### config.mk
export PLATFORM = sky130hd
export DESIGN_NAME = psi_ctrl
export DESIGN_NICKNAME = d
export VERILOG_FILES = /design/src/hdl/psi_pkg.sv /design/src/hdl/psi_ctrl.sv
export SDC_FILE = /design/constraint.sdc
export NUM_CORES = 1
export LEC_CHECK = 0
export BUFFER_PORTS_ARGS = -buffer_cell sky130_fd_sc_hd__clkbuf_2
export CORE_AREA = 2 2 39 41
export DETAILED_ROUTE_END_ITERATION = 8
export DIE_AREA = 0 0 41 43
export PLACE_DENSITY = 0.57
export SYNTH_ARGS = -nofsm -noshare
export SYNTH_HDL_FRONTEND = slang
export SYNTH_SLANG_ARGS = --single-unit
### constraint.sdc
create_clock -name clk -period 1.26 [get_ports clk]
set_input_delay 0.063 -clock clk [delete_from_list [all_inputs] [get_ports clk]]
set_output_delay 0.063 -clock clk [all_outputs]
set_load 0.01 [all_outputs]
### src/hdl/psi_pkg.sv
package psi_pkg;

    // Default geometry of the vertex store and coordinate words
    localparam int DEF_MAX_VERTICES = 64;
    localparam int DEF_COORD_BITS   = 16;

    // Command codes carried by the op field
    typedef enum logic [1:0] {
        OP_CLEAR     = 2'd0,
        OP_APPEND    = 2'd1,
        OP_TRANSLATE = 2'd2,
        OP_QUERY     = 2'd3
    } op_t;

    // Commands from the controller to the datapath
    typedef struct packed {
        logic accept;      // input beat taken this cycle
        logic clear;       // empty the polygon
        logic append;      // store the beat as a new vertex
        logic walk_start;  // rewind the vertex walk
        logic query;       // walk is a segment query (with walk_start)
        logic walk;        // issue one vertex read
        logic load_out;    // capture the result into the output register
    } dp_cmd_t;

    // Status from the datapath to the controller
    typedef struct packed {
        logic empty;       // no vertex stored
        logic last_read;   // the read issued this cycle ends the walk
        logic busy;        // reads or edge tests still in flight
    } dp_sts_t;

endpackage

### src/hdl/psi_ctrl.sv
module psi_ctrl
    import psi_pkg::*;
(
    input  logic    clk,
    input  logic    rst_n,
    input  logic    in_valid,
    output logic    in_stall,
    input  logic [1:0] op,
    output logic    out_valid,
    input  logic    out_stall,
    output dp_cmd_t cmd,
    input  dp_sts_t sts
);

    typedef enum logic [1:0] {
        ST_IDLE,
        ST_WALK,
        ST_DRAIN,
        ST_FINISH
    } state_t;

    state_t state_reg;
    state_t state_next;
    logic   out_valid_reg;
    logic   out_valid_next;
    logic   in_take;
    logic   out_free;
    op_t    op_code;

    assign in_stall  = (state_reg != ST_IDLE);
    assign in_take   = in_valid && !in_stall;
    assign out_free  = !out_valid_reg || !out_stall;
    assign out_valid = out_valid_reg;
    assign op_code   = op_t'(op);

    // Decode the beat and sequence the walk
    always_comb
    begin
        state_next     = state_reg;
        out_valid_next = out_valid_reg && out_stall;
        cmd            = '0;
        unique case (state_reg)
            ST_IDLE:
            begin
                if (in_take)
                begin
                    cmd.accept = 1'b1;
                    state_next = ST_FINISH;
                    unique case (op_code)
                        OP_CLEAR:  cmd.clear  = 1'b1;
                        OP_APPEND: cmd.append = 1'b1;
                        OP_TRANSLATE, OP_QUERY:
                        begin
                            cmd.walk_start = 1'b1;
                            cmd.query      = (op_code == OP_QUERY);
                            if (!sts.empty)
                            begin
                                state_next = ST_WALK;
                            end
                        end
                        default: state_next = ST_FINISH;
                    endcase
                end
            end
            ST_WALK:
            begin
                cmd.walk = 1'b1;
                if (sts.last_read)
                begin
                    state_next = ST_DRAIN;
                end
            end
            ST_DRAIN:
            begin
                if (!sts.busy)
                begin
                    state_next = ST_FINISH;
                end
            end
            ST_FINISH:
            begin
                if (out_free)
                begin
                    cmd.load_out   = 1'b1;
                    out_valid_next = 1'b1;
                    state_next     = ST_IDLE;
                end
            end
            default: state_next = ST_IDLE;
        endcase
    end

    // Hold state and the output valid flag
    always_ff @(posedge clk or negedge rst_n)
    begin
        if (!rst_n)
        begin
            state_reg     <= ST_IDLE;
            out_valid_reg <= 1'b0;
        end
        else
        begin
            state_reg     <= state_next;
            out_valid_reg <= out_valid_next;
        end
    end

    // A walk only runs over a non-empty polygon
    a_walk_nonempty: assert property (@(posedge clk) disable iff (!rst_n)
        (state_reg == ST_WALK) |-> !sts.empty)
        else $error("vertex walk started on an empty polygon");

endmodule

-- After elaboration in Yosys (flattened, before gate mapping)
Cells that the tools add are included.
- register bits after elaboration: 3
- bits of input ports: 9
- output and inout bits: 9
- logic and storage cells: 40
- equal/unequal tests: 10
- multiplexer cells: 17
- reduce and logical (&&, ||, !) cells: 11
- operators by type and width (operator ; count):
    $mux W2 ; 7
    $mux W5 ; 2
    $eq A2 B2 Y1 const B ; 4
    $ne A2 B2 Y1 const B ; 4
    $pmux W2 S4 ; 1
    $mux W1 ; 7
    $eq A2 B1 Y1 const B ; 2
    $logic_not A2 Y1 ; 2
    $reduce_and A4 Y1 ; 1
    $logic_not A1 Y1 ; 3
    $logic_and A1 B1 Y1 ; 2
    $reduce_bool A2 Y1 ; 1
    $reduce_or A2 Y1 ; 1
    $logic_or A1 B1 Y1 ; 1

-- Depth between registers and ports, before layout
Gate-level depths: netlist (run 1).
- depth after elaboration: 5
- depth in mapped cells: 5
- gate-level depth less buffers: 5

-- Least setup slack after synthesis (run 1)
Ideal clock, no wire load.
- path type: register to register
- start: register state_reg[0]
- end: register state_reg[0]
- library setup time: 0.126 ns
- arrival time: 1.102 ns
- required time: 1.134 ns
- path slack: 0.032 ns
- cell stages (with the launch flop): 6
- buffers on the path: 0
- clock period less this slack: 1.228 ns
- path through: dfrtp_1 > inv_1 > ha_1 > nand2b_1 > nand3_1 > o32a_1
- longest elaborated chain between the ends: 5
- elaborated cells on any way between the ends: 13
- classes of those cells: eq/ne: 7; mux: 1; reduce/logical: 5
- ends and longest elaborated chain (element ; line ; source):
    start: declaration ; psi_ctrl.sv:22 ; state_t state_reg;
    start signal: assignment ; psi_ctrl.sv:103 ; state_reg <= state_next;
    $reduce_bool A2 Y1 ; psi_ctrl.sv:30 ; assign in_stall = (state_reg != ST_IDLE);
    $logic_not A1 Y1 ; psi_ctrl.sv:31 ; assign in_take = in_valid && !in_stall;
    $logic_and A1 B1 Y1 ; psi_ctrl.sv:31 ;
    $ne A2 B2 Y1 (no source line) ; - ;
    $reduce_and A4 Y1 (no source line) ; - ;
Several ways; a longest one is shown, not always the timed one.
A chain may end at the register's enable or synchronous reset.

-- Final worst setup path (run 1)
- start: register state_reg[1]
- end: register state_reg[0]
Same word-level chain as after synthesis.

==> results_dict.tcl, run 1 <==
set metrics [dict create \
    fin_ws_ns -0.1015 \
    layout_common_cells "clkbuf_2, buf_4, buf_2" \
    hold_ws_ns 0.09248 \
    required_ns 1.36 \
    final_common_cell "clkbuf_2" \
    antenna_found_initial 0 \
    rsz0062_at_grt "yes" \
    powerDensity_nw_per_um2 2419 \
    critical_path_class "reg2reg" \
    die_h_um 43 \
    status "finished, violations left" \
    vias_per_cell 4.397 \
    row_count 14 \
    cts_tree "done" \
    drv_slew 0 \
    die_w_um 41 \
    final_nets 77 \
    critPathMaxFanout 3 \
    globalplace.congestion 0.6552 \
    ys_ff_latch 3 \
    ant_nets 0 \
    endpoint_kind "flop" \
    drive_gt1_share_pct 77.42 \
    p_leak_nw 0.3141 \
    violations "negative setup slack" \
    finalSetupTns_ns -0.4075 \
    syn-mean-instance-area_sq_um 9.104 \
    synth_nets 43 \
    finalSetupViolCount 6 \
    grt_max_degree 5 \
    synth.top_cells.by_area "dfrtp_1, ha_1, inv_1, nand2b_1, nand3_1" \
    fp.dieArea_sq_um 1763 \
    finalCriticalPeriod_ns 1.362 \
    wirelength_um 894 \
    avgRoutedWirePerCell_um 11.46 \
    grt_pass1_vias 289 \
    worst_pin_slew_ns 0.1911 \
    hpwl_um 511.1 \
    slowest_stage "dfrtp_1" \
    ios 18 \
    synthDistinctLibCells 17 \
    num_vias 343 \
    grt-ovfl-total 0 \
    ir_drop_v 0.0007960 \
    fin_total_pwr_w 0.001471 \
    start_util_pct 19.08 \
    clock-sinks 3 \
    grt_pass1_wl_um 959 \
    clk_pin_slew_worst_paths_ns 0.04 \
    path_cells "inv_2, buf_4, ha_4, nand2b_4, nand3_2, o32a_1" \
    synth_top_area_share_pct 28.44 \
    htree_levels 1 \
    ys_seq_area_share_pct 28.44 \
    coreArea_sq_um 1384 \
    syn2layout_area_growth_pct 130.3 \
    cp_slowest_stage_delay_ns 0.38 \
    final_cells 78 \
    syn_inst 29 \
    slew_headroom_pct 87.20 \
    arrival_ns 1.47 \
    largest_reg_flops 2 \
    netlist_area_sq_um 264.0 \
    drt-initial-drc-count 0 \
    antenna_cells 0 \
    cp-start-kind "flop" \
    cts_made_buffers 3 \
    dp.cells 65 \
    hold_class "in2reg" \
    finalCritPeriodShare_pct 108.1 \
    grt_usage_pct 8.133 \
    ys_warn_count 0 \
    max_freq_ghz 0.7345 \
    yosys.area.top_type "dfrtp_1" \
    clock_latency_ns 0.23 \
    cts_root_buf "clkbuf_4" \
    dpl-instance-area_sq_um 391.6 \
    drv_cap 0 \
    timing.final.hold_violations 0 \
    finalClockSkew_ns 0.0004669 \
    cts_buffer_depth 2 \
    firstDrtPassIters 1 \
    design_area_sq_um 608.1 \
    port_buffers 17 \
    drcViolationCount 0 \
]
## Yosys cell counts
cell type / instances
a21boi_0: 1
a21o_1: 1
and2_1: 1
and3_2: 1
and4_1: 1
dfrtp_1: 3
ha_1: 5
inv_1: 4
nand2_1: 2
nand2b_1: 2
nand3_1: 2
nand3b_1: 1
nor3_1: 1
nor3b_1: 1
o211ai_1: 1
o22ai_1: 1
o32a_1: 1
## worst paths after layout
| path | startpoint | end | slack [ns] | cells after the start |
|---|---|---|---|---|
| min reg2reg | out_valid | out_valid | 0.55 | 1 |
| max in group asynchronous | rst_n | state_reg[0] | 0.95 | 2 |
| min | out_stall | out_valid | 0.09 | 2 |
| max reg2reg | state_reg[1] | state_reg[0] | -0.10 | 6 |
| max | state_reg[1] | state_reg[0] | -0.10 | 6 |
| min in group asynchronous | rst_n | state_reg[1] | 0.19 | 2 |
## cells by family (layout without fill, tap and decap cells)
logic type	Yosys count	count (layout)	share of synthesized area, %
flip-flops	3	3	28.44
AO/OA/AOI/OAI	5	5	14.70
adder cells (fa/ha/maj)	5	5	23.70
buffers and inverters	4	37	5.686
AND/OR/NAND/NOR	12	12	27.49
## metrics by stage
step / setup slack, ns / utilization, %
after CTS: -0.08599 / 36.17
after floorplan: 0.03155 / -
final: -0.1015 / 43.94
after global placement: -0.03482 / 28.30
after detailed placement: -0.06808 / 28.30
after global routing: -0.1497 / 43.94
## worst max-delay path: cells and delay by family, from the launching register on
kind	cells	cell delay [ns]
and+or+nand+nor	2	0.14
AOI/OAI and AO/OA	1	0.33
buffers and inverters	2	0.23
adders and majority gates	1	0.16
DFF	1	0.38
## power breakdown
group / internal (W) / total (W) / leakage [nW] / switching [W]
Combinational: 0.000628 / 0.00111 / 0.263 / 0.000479
Clock: 0.000118 / 0.000162 / 0.0150 / 0.0000436
Sequential: 0.000151 / 0.000202 / 0.0357 / 0.0000509
## layout make-up
type	instances	area, sq um
Fill cell	129	775.7
Multi-Input combinational cell	22	272.8
Timing Repair Buffer	29	198.9
Sequential cell	3	75.07
Clock buffer	4	26.28
Tap cell	16	20.02
Inverter	4	15.01
## routing by layer
| metal | part of all wire, % | up-vias | routed length (um) | track usage, % |
|---|---|---|---|---|
| met5 | 0 | - | 0 | 0 |
| met3 | 6.2 | 0 | 55 | 3.141 |
| met4 | 0 | 0 | 0 | 4.000 |
| li1 | - | 169 | - | - |
| met1 | 32 | 160 | 284 | 5.145 |
| met2 | 62 | 14 | 554 | 16.56 |
## timing repair
action                     4_1_cts  5_1_grt
hold endpoints to repair         3        0
resized for setup               12       22
setup endpoints to repair        8       10
hold buffers                     1        0
buffers inserted                 4        5
pin swaps                        4        6
Note: power is estimated with default switching activity, not from simulation.
==> run 2: changes to the inputs <==
ABC_AREA = 1   (was not set)
PLACE_DENSITY = 0.6   (was 0.57)
==> results_dict.tcl, run 2 <==
set metrics [dict create \
    status "finished, violations left" \
    violations "negative setup slack" \
    ir_drop_v 0.0007919 \
    antenna_found_initial 0 \
    clock_latency_ns 0.23 \
    slew_headroom_pct 90.55 \
    grt_max_degree 6 \
    htree_levels 1 \
    synthXorXnorAreaFrac_pct 0 \
    synth.top_cells.by_area "dfrtp_1, ha_1, nand2_1, inv_1, nand2_2" \
    holdPathStages 3 \
    vias_per_cell 4.024 \
    finalCritPeriodShare_pct 100.9 \
    synth_fa_ha_area_share_pct 20.83 \
    synth-simple-area-share_pct 32.08 \
    timing.rr.start "state_reg[0]" \
    drv_cap 0 \
    syn_inst 43 \
    die_w_um 41 \
    grt_usage_pct 9.438 \
    setup.worst_path.start "state_reg[1]" \
    synthDistinctLibCells 13 \
    cp_slowest_stage_delay_ns 0.41 \
    finalCriticalPeriod_ns 1.271 \
    p_leak_nw 0.3167 \
    cts_buffer_depth 2 \
    wl_met2_um 346 \
    coreArea_sq_um 1384 \
    hold_end "out_valid" \
    grt_pass1_wl_um 1131 \
    finalClockSkew_ns 0.002645 \
    drive_gt1_share_pct 56.52 \
    avgRoutedWirePerCell_um 8.553 \
    ys_seq_area_share_pct 25.00 \
    synthMostInstantiatedCell "nand2_1" \
    drt-initial-drc-count 5 \
    fp.dieArea_sq_um 1763 \
    final_common_cell "clkbuf_2" \
    netlist_area_sq_um 300.3 \
    row_count 14 \
    port_buffers 17 \
    num_vias 342 \
    rsz0062_at_grt "yes" \
    globalplace.congestion 0.7576 \
    synth_nets 57 \
    design_area_sq_um 520.5 \
    synthMuxAreaShare_pct 0 \
    endpoint_kind "primary output" \
    finalSetupViolCount 2 \
    hold_start "out_stall" \
    start_util_pct 21.70 \
    slowest_stage "dfrtp_1" \
    final_cells 85 \
    max_freq_ghz 0.7869 \
    required_ns 1.20 \
    clk_pin_slew_worst_paths_ns 0.04 \
    wl_met1_um 312 \
    ff2ff_path_depth 7 \
    async_reset_ff_share_pct 100.0 \
    cts_root_buf "clkbuf_4" \
    dr.max_layer_used "met3" \
    antenna_cells 0 \
    cts_tree "done" \
    final_nets 84 \
    synth_top_area_share_pct 25.00 \
    synth_compound_area_share_pct 9.583 \
    clock-sinks 3 \
    powerDensity_nw_per_um2 2225 \
    critical_path_class "reg2out" \
    timing.final.hold_violations 0 \
    largest_reg_flops 2 \
    wirelength_um 727 \
    cp-start-kind "flop" \
    ant_nets 0 \
    syn2layout_area_growth_pct 73.33 \
    reg2reg_slack_ns 0.03 \
    ys_top_cells_by_count "nand2_1, inv_1, ha_1" \
    layout_common_cells "clkbuf_2, nand2_1, inv_1" \
    fillers 135 \
    syn-mean-instance-area_sq_um 6.983 \
    die_h_um 43 \
    synth_edf_count 0 \
    arrival_ns 1.21 \
    drv_slew 0 \
    cts_made_buffers 3 \
    ys_ff_latch 3 \
    hold_ws_ns 0.06780 \
    hpwl_um 515.2 \
    grt_pass1_vias 303 \
    ios 18 \
    critPathMaxFanout 5 \
    path_cells "inv_2, ha_4, nand2_4, nor3_2, buf_2" \
    firstDrtPassIters 2 \
    synth_top_family_by_area "simple AND/OR/NAND/NOR gates" \
    yosys.area.top_type "dfrtp_1" \
    grt-ovfl-total 0 \
    preCtsSetupSlack_ns 0.02837 \
    r2r-end "state_reg[0]" \
    worst_pin_slew_ns 0.1418 \
    dpl-instance-area_sq_um 405.4 \
    hold_class "in2reg" \
    fin_ws_ns -0.01088 \
    ys.flop_type "dfrtp_1" \
    wl_met3_um 68 \
    drcViolationCount 0 \
    ys_warn_count 0 \
    dp.cells 76 \
]
## run 2: metal layers
layer | GRT usage [%] | vias up
met1 | 10.29 | 145
li1 | - | 180
met4 | 2.000 | 0
met3 | 3.141 | 0
met5 | 0 | -
met2 | 16.56 | 17
## run 2: kinds of logic after synthesis
kind of cell	count (synthesis)
DFF	3
adders and majority gates	5
buffers and inverters	10
and+or+nand+nor	21
AOI/OAI and AO/OA	4
## run 2: how the worst max path moves through the flow
stage	endpoint	depth (start not counted)	slack [ns]
after floorplan	cmd[2]	4	0.13
after global placement	cmd[4]	5	0.04
after detailed placement	cmd[2]	5	0.03
after CTS	cmd[2]	5	0.001
after global routing	cmd[4]	5	-0.1
final	cmd[2]	5	-0.01
## run 2: through the flow
stage	total power, W	util, %	TNS (ns)
after floorplan	0.0006018	-	0
after global placement	0.0007698	29.29	0
after detailed placement	0.0007725	29.29	0
after CTS	0.001115	36.62	0
after global routing	0.001286	37.61	-0.4597
final	0.001158	37.61	-0.01544
## run 2: where the power goes
part	switching (W)	internal, W	total [W]	leakage (nW)
combinational	0.000407	0.000386	0.000793	0.265
clock	0.0000551	0.000119	0.000174	0.0150
sequential	0.0000428	0.000148	0.000191	0.0368
## run 2: final cells by class
type	count	area [sq um]	share of cell area (%)
tap	16	20.02	3.846
clock buffer	4	26.28	5.048
inverter	10	37.54	7.212
multi-input combinational	30	230.2	44.23
timing repair buffer	22	131.4	25.24
sequential	3	75.07	14.42
## run 2: repair_timing
action,in CTS,in global routing
pin swaps,0,6
endpoints found under the setup margin,5,8
gates resized for setup,9,10
buffers inserted,4,0
hold buffers,1,0
hold endpoints to repair,3,0
## run 2: worst max-delay path: cells and delay by family, from the launching register on
family / cells / cell delay, ns
buf+inv: 2 / 0.24
fa+ha+maj: 1 / 0.15
flops: 1 / 0.41
simple gates: 2 / 0.17
==> run 3: changes to the inputs <==
BUFFER_PORTS_ARGS = -buffer_cell sky130_fd_sc_hd__buf_4   (was -buffer_cell sky130_fd_sc_hd__clkbuf_2)
RECOVER_POWER = 25   (was not set)
==> results_dict.tcl, run 3 (synthesis results as in run 2) <==
set metrics [dict create \
    avgRoutedWirePerCell_um 9.195 \
    powerDensity_nw_per_um2 2189 \
    endpoint_kind "primary output" \
    rsz0062_at_grt "yes" \
    required_ns 1.20 \
    htree_levels 1 \
    max_freq_ghz 0.7872 \
    clock_latency_ns 0.23 \
    arrival_ns 1.21 \
    preCtsSetupSlack_ns 0.004680 \
    holdPathStages 3 \
    wirelength_um 800 \
    firstDrtPassIters 4 \
    final_common_cell "buf_4" \
    timing.final.hold_violations 0 \
    ff2ff_path_depth 6 \
    final_nets 86 \
    drt-initial-drc-count 4 \
    fin_total_pwr_w 0.001249 \
    antenna_cells 0 \
    ir_drop_v 0.0008237 \
    clock-sinks 3 \
    drv_slew 0 \
    cp-start-kind "flop" \
    drive_gt1_share_pct 57.75 \
    grt_max_degree 6 \
    row_count 14 \
    largest_reg_flops 2 \
    finalSetupTns_ns -0.01025 \
    start_util_pct 21.70 \
    cts_made_buffers 3 \
    violations "negative setup slack" \
    antenna_found_initial 0 \
    reg2reg_slack_ns 0.06 \
    hpwl_um 535.1 \
    layout_common_cells "buf_4, nand2_1, inv_1" \
    r2r-end "state_reg[1]" \
    finalCriticalPeriod_ns 1.270 \
    drv_cap 0 \
    fin_ws_ns -0.01025 \
    hold_end "out_valid" \
    cts_root_buf "clkbuf_4" \
    cts_buffer_depth 2 \
    syn2layout_area_growth_pct 90.00 \
    hold_ws_ns 0.05376 \
    hold_start "out_stall" \
    die_w_um 41 \
    drcViolationCount 0 \
    ios 18 \
    cts_tree "done" \
    globalplace.congestion 0.7149 \
    fp.dieArea_sq_um 1763 \
    critPathMaxFanout 5 \
    grt_pass1_wl_um 1152 \
    timing.rr.start "state_reg[0]" \
    hold_class "in2reg" \
    vias_per_cell 4.069 \
    die_h_um 43 \
    fin_util_pct 41.23 \
    critical_path_class "reg2out" \
    worst_pin_slew_ns 0.1599 \
    grt_usage_pct 9.557 \
    grt_pass1_vias 309 \
    finalClockSkew_ns 0.001477 \
    slew_headroom_pct 89.34 \
    ant_nets 0 \
    finalSetupViolCount 1 \
    grt-ovfl-total 0 \
    coreArea_sq_um 1384 \
    port_buffers 17 \
    status "finished, violations left" \
    p_leak_nw 0.3255 \
    finalCritPeriodShare_pct 100.8 \
    num_vias 354 \
    clk_pin_slew_worst_paths_ns 0.04 \
]
[run 3: cell count changes in the layout (fill, tap and decap cells not counted)]
cell	delta
buf_2	-5
ha_2	+2
buf_4	+18
nand2_2	-1
nand2_1	+1
clkbuf_2	-11
ha_1	-2
buf_6	-1
clkbuf_1	+1
[run 3: how the worst max path moves through the flow]
| stage | startpoint | to |
|---|---|---|
| after CTS | state_reg[0] | cmd[2] |
| after global placement | state_reg[0] | cmd[4] |
| final | state_reg[1] | cmd[5] |
| after global routing | state_reg[1] | cmd[5] |
| after detailed placement | state_reg[0] | cmd[4] |
| after floorplan | state_reg[0] | cmd[2] |
[run 3: power by group]
part | switching (W) | total [W] | leakage (nW) | internal, W
combinational | 0.000429 | 0.000895 | 0.274 | 0.000466
clock | 0.0000486 | 0.000167 | 0.0150 | 0.000119
sequential | 0.0000388 | 0.000187 | 0.0368 | 0.000148
[run 3: layout make-up]
class	count	area, sq um
Fill cell	150	813.3
Clock buffer	4	26.28
Tap cell	16	20.02
Multi-Input combinational cell	30	232.7
Inverter	10	37.54
Timing Repair Buffer	24	178.9
Sequential cell	3	75.07
[run 3: worst max-delay path, stage by stage (launching register included)]
cell and delay (ns):
dfrtp_1 0.39, inv_2 0.09, ha_4 0.16, nand2_4 0.07
nor3_2 0.12, buf_4 0.14
[run 3: what timing repair did]
item	CTS	global route
buffers inserted	4	2
pin swaps	0	4
setup endpoints to repair	5	7
hold endpoints to repair	3	0
hold buffers	1	0
gates resized for setup	7	6
[run 3: metal layers]
| metal | global-route usage, % | share of wire [%] | wire length [um] | vias up |
|---|---|---|---|---|
| li1 | - | - | - | 183 |
| met1 | 9.709 | 36 | 289 | 152 |
| met2 | 16.88 | 53 | 422 | 19 |
| met3 | 4.188 | 11 | 88 | 0 |
| met4 | 2.000 | 0 | 0 | 0 |
| met5 | 0 | 0 | 0 | - |
[run 3: per-stage QoR]
step                cell area [sq um]  instances
finish                          570.5         87
global route                    570.5         87
CTS                             536.8         85
detailed placement              447.9         76
global placement                447.9         76
floorplan                       300.3         43
